### src/rtl/cdtt_pkg.sv
package cdtt_pkg;

    // Widths fixed by the item format.
    localparam int unsigned TS_W    = 64;
    localparam int unsigned CLK_W   = 3;
    localparam int unsigned OP_W    = 2;

    // Default sizing.
    localparam int unsigned DEF_CLOCKS  = 8;
    localparam int unsigned DEF_ENTRIES = 16;

    // Operation codes.
    localparam logic [OP_W-1:0] OP_ADD     = 2'd0;
    localparam logic [OP_W-1:0] OP_CONV    = 2'd1;
    localparam logic [OP_W-1:0] OP_CONV_PR = 2'd2;
    localparam logic [OP_W-1:0] OP_NONE    = 2'd3;

    // Commands from the controller to the datapath.
    typedef struct packed {
        logic load;       // capture the item and look up the pair fill
        logic step;       // evaluate returned anchor, advance scan index
        logic mark;       // keep the insert position, move index to fill
        logic shift_rd;   // read entry (idx-1) for a move up
        logic shift_wr;   // write moved entry to idx, decrement idx
        logic ins_wr;     // write new anchor at idx, bump fill
        logic done;       // drive the result strobe
    } t_cmd;

    // Status from the datapath to the controller.
    typedef struct packed {
        logic is_add;     // item is an add
        logic no_table;   // clock out of range or unused op
        logic empty;      // pair holds no anchor
        logic scan_end;   // scan stopped or scan index reached fill
        logic match;      // add found an equal anchor
        logic full;       // pair table is full
        logic shift_end;  // insert position reached
    } t_sts;

endpackage

### src/rtl/cdtt_ctrl.sv
module cdtt_ctrl (
    input  logic           i_clk,
    input  logic           i_rst_n,
    input  logic           i_start,
    input  cdtt_pkg::t_sts i_sts,
    output cdtt_pkg::t_cmd o_cmd,
    output logic           o_busy,
    output logic           o_strobe
);

    typedef enum logic [2:0] {
        S_IDLE, S_CHECK, S_RD, S_EVAL, S_MARK, S_SHRD, S_SHWR, S_DONE
    } t_state;

    t_state r_state;
    logic   r_strobe;

    // Commands are decoded from the state and status.
    always_comb begin
        o_cmd = '0;
        unique case (r_state)
            S_IDLE:  o_cmd.load = i_start;
            S_EVAL:  o_cmd.step = 1'b1;
            S_MARK:  o_cmd.mark = 1'b1;
            S_SHRD:  o_cmd.shift_rd = 1'b1;
            S_SHWR:  begin
                o_cmd.shift_wr = !i_sts.shift_end;
                o_cmd.ins_wr   = i_sts.shift_end;
            end
            S_DONE:  o_cmd.done = 1'b1;
            default: o_cmd = '0;
        endcase
    end

    // Sequencer.
    always_ff @(posedge i_clk) begin
        if (!i_rst_n) begin
            r_state  <= S_IDLE;
            r_strobe <= 1'b0;
        end else begin
            r_strobe <= (r_state == S_DONE);
            unique case (r_state)
                S_IDLE:  if (i_start) r_state <= S_CHECK;
                S_CHECK: begin
                    if (i_sts.no_table || i_sts.empty) begin
                        r_state <= (i_sts.is_add && !i_sts.no_table) ? S_MARK : S_DONE;
                    end else begin
                        r_state <= S_RD;
                    end
                end
                // Scan ends: adds continue to the move phase unless matched or full.
                S_RD:    begin
                    if (!i_sts.scan_end) begin
                        r_state <= S_EVAL;
                    end else if (i_sts.is_add && !i_sts.match && !i_sts.full) begin
                        r_state <= S_MARK;
                    end else begin
                        r_state <= S_DONE;
                    end
                end
                S_EVAL:  r_state <= S_RD;
                S_MARK:  r_state <= S_SHRD;
                S_SHRD:  r_state <= S_SHWR;
                S_SHWR:  r_state <= i_sts.shift_end ? S_DONE : S_SHRD;
                S_DONE:  r_state <= S_IDLE;
                default: r_state <= S_IDLE;
            endcase
        end
    end

    assign o_busy   = (r_state != S_IDLE);
    assign o_strobe = r_strobe;

    a_one_done: assert property (@(posedge i_clk) disable iff (!i_rst_n)
        o_cmd.done |=> !o_cmd.done) else $error("double done");
    a_busy_strobe: assert property (@(posedge i_clk) disable iff (!i_rst_n)
        o_strobe |-> !$past(o_strobe)) else $error("strobe twice");
    a_load_idle: assert property (@(posedge i_clk) disable iff (!i_rst_n)
        o_cmd.load |=> o_busy) else $error("load without busy");

endmodule

### config.mk
export PLATFORM = sky130hd
export DESIGN_NAME = cdtt_ctrl
export DESIGN_NICKNAME = d
export VERILOG_FILES = /design/src/rtl/cdtt_pkg.sv /design/src/rtl/cdtt_ctrl.sv
export SDC_FILE = /design/constraint.sdc
export NUM_CORES = 1
export LEC_CHECK = 0
export ABC_AREA = 1
export ABC_CLOCK_PERIOD_IN_PS = 1900
export BUFFER_PORTS_ARGS = -buffer_cell sky130_fd_sc_hd__buf_2
export CAP_MARGIN = 20
export CORE_AREA = 2 2 39 41
export CTS_BUF_LIST = sky130_fd_sc_hd__clkbuf_8
export CTS_CLUSTER_SIZE = 25
export DETAILED_ROUTE_END_ITERATION = 10
export DIE_AREA = 0 0 41 43
export GPL_TIMING_DRIVEN = 0
export PLACE_DENSITY = 0.55
export SKIP_CTS_REPAIR_TIMING = 1
export SKIP_LAST_GASP = 1
export SLEW_MARGIN = 25
export SYNTH_ARGS = -nofsm -noshare
export SYNTH_HDL_FRONTEND = slang
export SYNTH_SLANG_ARGS = --single-unit
### constraint.sdc
create_clock -name i_clk -period 1.9 [get_ports i_clk]
set_input_delay 0.095 -clock i_clk [delete_from_list [all_inputs] [get_ports i_clk]]
set_output_delay 0.095 -clock i_clk [all_outputs]
set_load 0.05 [all_outputs]
== Word-level counts from Yosys, hierarchy flattened ==
Index checks and enable logic that the tools add are counted.

* Eq/ne operators: 8
* Mux-type cells: 13
* Reduce and logical (&&, ||, !) cells: 10

{| class="wikitable"
|+ Operator list
! kind !! count
|-
| case mux 3 bit (8 select lines) || 1
|-
| == test 3 bit (second input constant) || 4
|-
| 2-to-1 mux 3 bit || 3
|-
| 2-to-1 mux 2 bit || 4
|-
| == test 3 x 2 -> 1 bit (second input constant) || 2
|-
| 2-to-1 mux 1 bit || 5
|-
| logical NOT 1 bit || 4
|-
| == test 3 x 1 -> 1 bit (second input constant) || 1
|-
| logical AND 1 bit || 3
|-
| logical NOT 3 bit || 1
|-
| nonzero test 3 bit || 1
|-
| inequality test 2 bit (second input constant) || 1
|-
| logical OR 1 bit || 1
|}

* Output and inout port bits: 9
* Flip-flop bits (word level): 4
* Logic and storage cells: 33
* Input bits: 10

== Longest topological paths before layout ==
Gate-level depths: netlist (run 1).

* Word-level depth: 6
* Gate-level depth with buffers: 7
* Gate-level depth less buffers: 7

== Worst setup path after synthesis (run 1) ==
No wires, ideal clock.

* Path kind: flip-flop to output port
* Start point: reg r_state[2]
* End point: out o_cmd[2] (netlist name)
* Path buffers: 1
* Required time: 1.805 ns
* Path slack: 0.216 ns
* Data arrival time: 1.589 ns
* Cell stages (with the launch flop): 4
* Path through: dfxtp_1 > buf_6 > inv_1 > nor3_1

{| class="wikitable"
|+ RTL lines
! element !! RTL line !! text
|-
| start: declaration || cdtt_ctrl.sv:15 || <nowiki>t_state r_state;</nowiki>
|-
| start signal: assignment || cdtt_ctrl.sv:46 || <nowiki>r_state <= (i_sts.is_add && !i_sts.no_table) ? S_MARK : S_DONE;</nowiki>
|-
| start signal: assignment || cdtt_ctrl.sv:64 || <nowiki>S_SHWR: r_state <= i_sts.shift_end ? S_DONE : S_SHRD;</nowiki>
|-
| end: declaration || cdtt_ctrl.sv:6 || <nowiki>output cdtt_pkg::t_cmd o_cmd,</nowiki>
|}

==> results.md, run 1 <==
* Status: completed
* Unrepaired setup endpoints after global routing: no
* Main combinational cell family by area after synthesis: simple AND/OR/NAND/NOR gates
* Multiplexer area fraction after synthesis at 0
* PwrDens at 1890 nW/um^2
* DRC at 0
* DR iter-0 viols at 8
* Most frequent cells in the layout: 18 x buf_2, 16 x nand2_1, 11 x inv_1, 10 x nor2_1, 5 x nand3_1
* Fin nets at 89
* Synth Warn # at 0
* Vias at 379
* Total GRT Usage at 0.0983
* Worst Path Required at 1.80 ns
* Area grow syn2layout at 48.4%
* Global placer's final weighted congestion at 0.758
* Antenna cells at 0
* CP Class: reg2out
* Die ar. at 1760 sq um
* Clk network pwr share at 0.199
* Combinational share of power at 0.617
* Rel. slew slack at 0.836
* HP Start: i_rst_n
* Post-synthesis sequential area ratio at 0.256
* Mapped cell area at 313 sq um
* Layout cells sized above 1 at 0.338
* I/O pins at 19
* Worst Tran Pin Value at 0.245 ns
* Setup Slack @ Placement at 0.739 ns
* CP startpoint kind: register
* Area share of the leading cell type in the synthesized netlist at 0.256
* Slowest-stage cell, CP: dfxtp_1
* Critical R2R Launch: r_state[0]$_SDFFE_PN0P_
* First drt pass iteration count at 4
* CTS tree: yes
* Crit. End Element: output pin
* Total grt overflow at 0
* Net Switching at 0.000475 W
* Endpoints failing hold at 0
* Leading area contributor after synthesis: dfxtp_1
* Compound-Gate Fraction of Synth Area at 0.0160
* Pleak at 0.293 nW
* Buffers on Ports at 18
* Sequential Power Share at 0.184
* Mapped Cells at 56
* Setup Viol. Count Final at 0
* Commonest non-fill, non-tap cell in the layout: buf_2
* Worst Slack Setup Final at 0.500 ns
* Internal at 0.000402 W
* Leading post-synthesis cells by cell area: dfxtp_1 26%, nand2_1 19%, inv_1 13%, nor2_1 12%, nand3_1 8.0%
* Fmax at 0.714 GHz
* Maxcap violations at 0
* Worst Hold Class: in2reg
* Clk_lat worst skew at 0.21 ns
* Crit-path max FO at 9
* DIE HEIGHT at 43 um
* H-tree levels at 1
* Initial Util at 0.226
* Max Transition Viols Final at 0
* Hold slack at 0.0937 ns
* Total CTS buffers at 3
* Crit path from: r_state[2]$_SDFFE_PN0P_
* Core Rows at 14
* Max incr delay on CP at 0.29 ns
* Maximum number of pins on one net before global-route repair at 10
* Post-synthesis adder-cell area fraction at 0
* DP Wirelength at 599 um
* Clock transition at path regs at 0.03 ns
* Final period util at 0.737
* Register bit total from synthesis at 4
* TNS Setup at 0 ns
* Maximum clock path buffer count at 2
* Avg Cell Area, Syn at 5.59 sq um
* Drt wl/cell at 7.63 um
* Vias in the first global route at 318
* Worst vdd ir at 1380 uV
* Synth Net Count at 66
* Critical Path AT at 1.31 ns
* Initial antenna violation count at 0
* Total chip power at 0.000877 W
* Simple-gate share of the synthesized area at 0.548
* Vias per Instance at 4.08
* ANT nets after route at 0
* Post-synthesis xor/xnor area fraction at 0
* Final min period at 1.40 ns
* Sw Share at 0.542
* Clk root buf: clkbuf_8
* First-pass GRT wire length at 1180 um
* # clock sinks at 4
* Floorplan core area at 1380 sq um
* Worst clock skew at 0.00226 ns
* Synth cell types at 13
* Final WL at 710 um
* CP cell instances: buf_6 > nor3_2 > inv_2 > nor2_4 > buf_2
* Die Span X at 41 um
-- cell families (layout without fill, tap and decap cells) --
family                 count (synthesis)  in the layout
flip-flops                             4              4
buffers and inverters                 13             34
AND/OR/NAND/NOR                       38             38
AO/OA/AOI/OAI                          1              1
-- path summary, 6_finish.rpt --
kind	endpoint	slack [ns]	cells after the start
max	o_cmd[6]	0.50	5
min	r_state[0]$_SDFFE_PN0P_	0.09	3
max reg2reg	r_state[1]$_SDFFE_PN0P_	0.85	7
min reg2reg	o_strobe$_SDFF_PN0_	0.59	2
-- state kept, by name (all words and copies together) (netlist names) --
| register | cells |
|---|---|
| r_state | 3 |
| o_strobe | 1 |
-- per-layer routing --
layer	part of all wire	track usage	vias to the layer above
li1	-	-	211
met1	0.47	0.119	156
met2	0.46	0.144	12
met3	0.066	0.0471	0
met4	0	0.0400	0
met5	0	0	-
-- per-stage QoR --
stage / util / cells / cell area [sq um]
after floorplan: - / 56 / 313
after global placement: 0.306 / 90 / 423
after detailed placement: 0.306 / 90 / 423
after CTS: 0.335 / 93 / 464
after global routing: 0.335 / 93 / 464
final: 0.335 / 93 / 464
-- final cells by class --
cell class / count / area, sq um
buffer: 1 / 11.3
clock buffer: 3 / 41.3
fill: 167 / 920
inverter: 12 / 45.0
multi-input combinational: 39 / 176
sequential: 4 / 80.1
tap: 16 / 20.0
timing repair buffer: 18 / 90.1
-- critical path, delay by kind of cell (launching register included) --
family / cells / cell delay, ns
buffers and inverters: 3 / 0.47
DFF: 1 / 0.29
and+or+nand+nor: 2 / 0.33
-- synth_stat cells --
library cell  instances
nor2_2                1
nor2_1               10
nor2_4                1
nor3_2                1
o21ai_0               1
inv_1                11
inv_2                 1
nor3_1                3
nand2_1              16
nand3_1               5
nand4_1               1
buf_6                 1
dfxtp_1               4
-- power groups by stage --
stage          Sequential (W)  Combinational (W)  Clock (W)
3_5_place_dp         0.000162           0.000542          0
6_report             0.000161           0.000541   0.000175
2_1_floorplan        0.000153           0.000444          0
3_3_place_gp         0.000160           0.000543          0
5_1_grt              0.000170           0.000585   0.000186
4_1_cts              0.000161           0.000544   0.000182
Note: power is estimated with default switching activity, not from simulation.
==> inputs of run 2 (changes only) <==
--- a/config.mk
+++ b/config.mk
@@ -6,7 +6,7 @@
 export NUM_CORES = 1
 export LEC_CHECK = 0
 export ABC_AREA = 1
-export ABC_CLOCK_PERIOD_IN_PS = 1900
+export ABC_CLOCK_PERIOD_IN_PS = 1230
 export BUFFER_PORTS_ARGS = -buffer_cell sky130_fd_sc_hd__buf_2
 export CAP_MARGIN = 20
 export CORE_AREA = 2 2 39 41
@@ -15,7 +15,7 @@
 export DETAILED_ROUTE_END_ITERATION = 10
 export DIE_AREA = 0 0 41 43
 export GPL_TIMING_DRIVEN = 0
-export PLACE_DENSITY = 0.55
+export PLACE_DENSITY = 0.57
 export SKIP_CTS_REPAIR_TIMING = 1
 export SKIP_LAST_GASP = 1
 export SLEW_MARGIN = 25
==> constraint.sdc (replaced) <==
create_clock -name i_clk -period 1.23 [get_ports i_clk]
set_input_delay 0.0615 -clock i_clk [delete_from_list [all_inputs] [get_ports i_clk]]
set_output_delay 0.0615 -clock i_clk [all_outputs]
set_load 0.05 [all_outputs]
==> results.md, run 2 (synthesis results as in run 1) <==
* Fin nets at 92 (+3.4%)
* Initial Util at 0.226 (unchanged)
* Buffers on Ports at 18 (unchanged)
* I/O pins at 19 (unchanged)
* CP Class: reg2out
* Final WL at 739 um (+4.1%)
* Clk_lat worst skew at 0.21 ns (about the same)
* Worst Slack Setup Final at 0.00324 ns (-0.497 ns)
* DRC at 0 (unchanged)
* Maximum number of pins on one net before global-route repair at 10 (unchanged)
* Clock transition at path regs at 0.03 ns (about the same)
* Register-to-Register Path Depth at 8 (+1)
* CP startpoint kind: register
* CP Capture Point: o_cmd[6]
* Setup Viol. Count Final at 0 (unchanged)
* Reg with most FFs: r_state
* Critical Path AT at 1.17 ns (-0.14 ns)
* Worst Path Required at 1.17 ns (-0.63 ns)
* Area grow syn2layout at 68.4%
* Endpoints failing hold at 0 (unchanged)
* Unrepaired setup endpoints after global routing: yes
* Most frequent cells in the layout: 16 x nand2_1, 13 x buf_2, 11 x inv_1, 10 x nor2_1
* Setup Slack @ Placement at 0.131 ns (-0.608 ns)
* Vias per Instance at 4.06 (-0.31%)
* Initial antenna violation count at 0 (unchanged)
* Final min period at 1.23 ns
* Worst Hold Class: in2reg
* Final period util at 0.997
* Global placer's final weighted congestion at 0.774 (+2.2%)
* Pleak at 0.315 nW (+7.4%)
* DIE HEIGHT at 43 um (unchanged)
* Commonest non-fill, non-tap cell in the layout: nand2_1
* Worst Tran Pin Value at 0.237 ns (-0.00783 ns)
* Max reg flops at 3 (unchanged)
* Total grt overflow at 0 (unchanged)
* Clk root buf: clkbuf_8
* Final Util at 0.381 (+0.0452)
* Total CTS buffers at 3 (unchanged)
* Floorplan core area at 1380 sq um (unchanged)
* Total GRT Usage at 0.0903 (-0.00802)
* PwrDens at 2930 nW/um^2 (+55%)
* Drt wl/cell at 7.70 um (+0.83%)
* Antenna cells at 0 (unchanged)
* H-tree levels at 1 (unchanged)
* Fmax at 0.815 GHz
* Worst clock skew at 0.00129 ns (-0.000970 ns)
* Maximum clock path buffer count at 2 (unchanged)
* Vias in the first global route at 299 (-6.0%)
* DR iter-0 viols at 2 (-6)
* First drt pass iteration count at 4 (unchanged)
* Max Transition Viols Final at 0 (unchanged)
* Critical R2R Launch: r_state[2]$_SDFFE_PN0P_
* Die ar. at 1760 sq um (unchanged)
* Crit path from: r_state[2]$_SDFFE_PN0P_
* Vias at 390 (+2.9%)
* Worst r2r dst: r_state[1]$_SDFFE_PN0P_
* Crit. End Element: output pin
* ANT nets after route at 0 (unchanged)
* Layout cells sized above 1 at 0.400 (+0.0623)
* DP Wirelength at 591 um (-1.3%)
* First-pass GRT wire length at 1080 um (-8.1%)
* Die Span X at 41 um (unchanged)
* # clock sinks at 4 (unchanged)
* Maxcap violations at 0 (unchanged)
* Worst vdd ir at 2060 uV (+49%)
* Crit-path max FO at 6 (-3)
* R2R Setup Slk at 0.11 ns (-0.74 ns)
* CTS tree: yes
* Core Rows at 14 (unchanged)
* Status: completed
* Rel. slew slack at 0.842 (+0.00523)
-- run 2: area by class of cell --
type	instances	area [sq um]
Fill cell	151	857
Multi-Input combinational cell	39	188
Timing Repair Buffer	21	136
Sequential cell	4	82.6
Inverter	12	47.5
Clock buffer	3	41.3
Tap cell	16	20.0
Buffer	1	11.3
-- run 2: power breakdown --
part           internal [W]  total [W]  switching [W]
registers          0.000188   0.000266      0.0000781
clock network      0.000208   0.000266      0.0000584
logic              0.000360    0.00101       0.000648
total              0.000756    0.00154       0.000785
-- run 2: critical path, stage by stage (launching register included) --
cell	delay, ns
dfxtp_2	0.31
buf_6	0.12
nor3_4	0.21
inv_4	0.05
nor2_4	0.10
buf_8	0.15
-- run 2: worst min-delay path by stage --
stage / from / end / slack (ns) / cells past startpoint
6_report: i_rst_n / r_state[0]$_SDFFE_PN0P_ / 0.07 / 3
5_1_grt: i_rst_n / r_state[0]$_SDFFE_PN0P_ / 0.09 / 3
4_1_cts: i_rst_n / r_state[0]$_SDFFE_PN0P_ / 0.06 / 3
3_5_place_dp: i_rst_n / r_state[0]$_SDFFE_PN0P_ / 0.28 / 3
3_3_place_gp: i_rst_n / r_state[0]$_SDFFE_PN0P_ / 0.28 / 3
2_1_floorplan: i_rst_n / r_state[0]$_SDFFE_PN0P_ / 0.17 / 2
-- run 2: per-stage QoR --
step / cells / cell area [sq um] / total power [W] / setup TNS, ns / hold slack, ns
2_1_floorplan: 56 / 327 / 0.000990 / -0.0545 / 0.172
3_3_place_gp: 90 / 437 / 0.00115 / 0 / 0.279
3_5_place_dp: 90 / 437 / 0.00116 / 0 / 0.283
4_1_cts: 93 / 478 / 0.00143 / -0.219 / 0.0643
5_1_grt: 96 / 527 / 0.00165 / -0.0904 / 0.0865
6_report: 96 / 527 / 0.00154 / 0 / 0.0651
-- run 2: layer usage --
metal	track usage	routed length, um	up-vias
met5	0	0	-
met4	0.0400	0	0
met3	0.0314	43	0
met2	0.141	373	11
met1	0.106	322	162
li1	-	-	217
==> inputs of run 3 (changes only) <==
==> constraint.sdc (replaced) <==
create_clock -name i_clk -period 1.23 [get_ports i_clk]
set_input_delay 0.0615 -clock i_clk [delete_from_list [all_inputs] [get_ports i_clk]]
set_output_delay 0.0615 -clock i_clk [all_outputs]
set_load 0.01 [all_outputs]
==> results.md, run 3 (synthesis results as in run 1) <==
* # clock sinks at 4 (unchanged)
* Total chip power at 0.00113 W (-27%)
* Worst path depth at 5 (unchanged)
* Post-route design area at 470 sq um (-11%)
* Max Transition Viols Final at 0 (unchanged)
* Register-to-Register Path Depth at 7 (-1)
* Area grow syn2layout at 50.4%
* Max reg flops at 3 (unchanged)
* Commonest non-fill, non-tap cell in the layout: buf_2
* Clk root buf: clkbuf_8
* Initial antenna violation count at 0 (unchanged)
* Buffer and inverter count on the worst path at 3 (unchanged)
* DP Area at 423 sq um (-3.2%)
* Final Util at 0.340 (-0.0407)
* Clock transition at path regs at 0.03 ns (about the same)
* Total GRT Usage at 0.0933 (+0.00301)
* Crit. End Element: output pin
* Max incr delay on CP at 0.29 ns (-0.02 ns)
* Vias per Instance at 4.01 (-1.3%)
* Layout cells sized above 1 at 0.338 (-0.0623)
* Total grt overflow at 0 (unchanged)
* Floorplan core area at 1380 sq um (unchanged)
* Reg with most FFs: r_state
* Vias at 373 (-4.4%)
* Slowest-stage cell, CP: dfxtp_1
* Worst Tran Pin Value at 0.295 ns (+0.0583 ns)
* Endpoints failing hold at 0 (unchanged)
* Fill cell count at 168 (+11%)
* Crit-path max FO at 9 (+3)
* Maxcap violations at 0 (unchanged)
* ANT nets after route at 0 (unchanged)
* DRC at 0 (unchanged)
* DR iter-0 viols at 3 (+1)
* H-tree levels at 1 (unchanged)
* Rel. slew slack at 0.803 (-0.0389)
* Total CTS buffers at 3 (unchanged)
* CP startpoint kind: register
* Worst vdd ir at 920 uV (-55%)
* Final WL at 675 um (-8.7%)
* Maximum clock path buffer count at 2 (unchanged)
* Worst r2r dst: r_state[0]$_SDFFE_PN0P_
* Die ar. at 1760 sq um (unchanged)
* PwrDens at 2400 nW/um^2 (-18%)
* Initial Util at 0.226 (unchanged)
* CP delay by family, top: buffers and inverters
* Maximum number of pins on one net before global-route repair at 10 (unchanged)
* Fin nets at 89 (-3.3%)
* CP cell instances: buf_6 > nor3_4 > inv_2 > nor2_4 > buf_2
* CP Capture Point: o_cmd[6]
* First drt pass iteration count at 4 (unchanged)
* DP Wirelength at 577 um (-2.5%)
* Final min period at 1.17 ns (-0.0542 ns)
* R2R Setup Slk at 0.17 ns (+0.06 ns)
* Fmax at 0.853 GHz (+4.6%)
* Core Rows at 14 (unchanged)
* TNS Setup at 0 ns (unchanged)
* Worst Path Required at 1.17 ns (about the same)
* First-pass GRT wire length at 1120 um (+3.1%)
* CTS tree: yes
* Worst Hold Class: in2reg
* Worst clock skew at 0.00122 ns (-0.0000688 ns)
* CP Class: reg2out
* Critical R2R Launch: r_state[0]$_SDFFE_PN0P_
* Final period util at 0.953 (-0.0441)
* Buffers on Ports at 18 (unchanged)
* DIE HEIGHT at 43 um (unchanged)
* Unrepaired setup endpoints after global routing: no
* Setup Viol. Count Final at 0 (unchanged)
* Critical Path AT at 1.11 ns (-0.06 ns)
* Antenna cells at 0 (unchanged)
* Global placer's final weighted congestion at 0.772 (-0.21%)
* Clk_lat worst skew at 0.21 ns (about the same)
* Pleak at 0.295 nW (-6.3%)
* Crit path from: r_state[2]$_SDFFE_PN0P_
* Vias in the first global route at 313 (+4.7%)
* I/O pins at 19 (unchanged)
* Drt wl/cell at 7.26 um (-5.7%)
* Die Span X at 41 um (unchanged)
* Status: completed
* Most frequent cells in the layout: 18 x buf_2, 16 x nand2_1, 11 x inv_1, 10 x nor2_1, 5 x nand3_1
run 3: cell count changes in the layout (fill, tap and decap cells not counted):
| cell | delta |
|---|---|
| clkbuf_4 | -1 |
| dfxtp_2 | -2 |
| nor3_1 | +1 |
| inv_4 | -1 |
| buf_4 | -5 |
| buf_2 | +5 |
| dfxtp_1 | +2 |
| nor3_2 | -1 |
| inv_2 | +1 |
| buf_8 | -1 |
| buf_6 | -1 |
run 3: metal layers:
metal | GRT usage | vias up | wire, um
met5 | 0 | - | 0
met4 | 0.0600 | 0 | 0
met3 | 0.0314 | 0 | 26
met2 | 0.153 | 7 | 350
met1 | 0.0929 | 154 | 298
li1 | - | 212 | -
run 3: worst min-delay path by stage:
stage	from	endpoint	cells after the start
after floorplan	i_rst_n	r_state[0]$_SDFFE_PN0P_	2
final	i_rst_n	r_state[0]$_SDFFE_PN0P_	3
after detailed placement	i_rst_n	r_state[0]$_SDFFE_PN0P_	3
after global placement	i_rst_n	r_state[0]$_SDFFE_PN0P_	3
after global routing	i_rst_n	r_state[0]$_SDFFE_PN0P_	3
after CTS	i_rst_n	r_state[0]$_SDFFE_PN0P_	3
run 3: through the flow:
| stage | hold WS (ns) | setup slack (ns) | cells |
|---|---|---|---|
| floorplan | 0.172 | 0.248 | 56 |
| global placement | 0.275 | 0.217 | 90 |
| detailed placement | 0.278 | 0.211 | 90 |
| CTS | 0.0595 | 0.00638 | 93 |
| global route | 0.101 | 0.000665 | 93 |
| finish | 0.0613 | 0.0575 | 93 |
run 3: cell type report:
class	instances	area [sq um]	share of cell area
Sequential cell	4	80.1	0.170
Clock buffer	3	41.3	0.0878
Buffer	1	11.3	0.0239
Inverter	12	45.0	0.0957
Timing Repair Buffer	18	90.1	0.191
Tap cell	16	20.0	0.0426
Multi-Input combinational cell	39	183	0.388
run 3: power breakdown:
part / switching (W) / internal [W] / total, W
registers: 0.0000780 / 0.000181 / 0.000259
clock network: 0.0000599 / 0.000208 / 0.000268
logic: 0.000353 / 0.000248 / 0.000601
run 3: worst register-to-register path: stages (launching register included):
cell     delay [ns]
dfxtp_1        0.44
inv_1          0.11
nand2_1        0.10
nor2_2         0.04
nand2_1        0.07
nand3_1        0.09
nand2_1        0.06
nand2_1        0.04
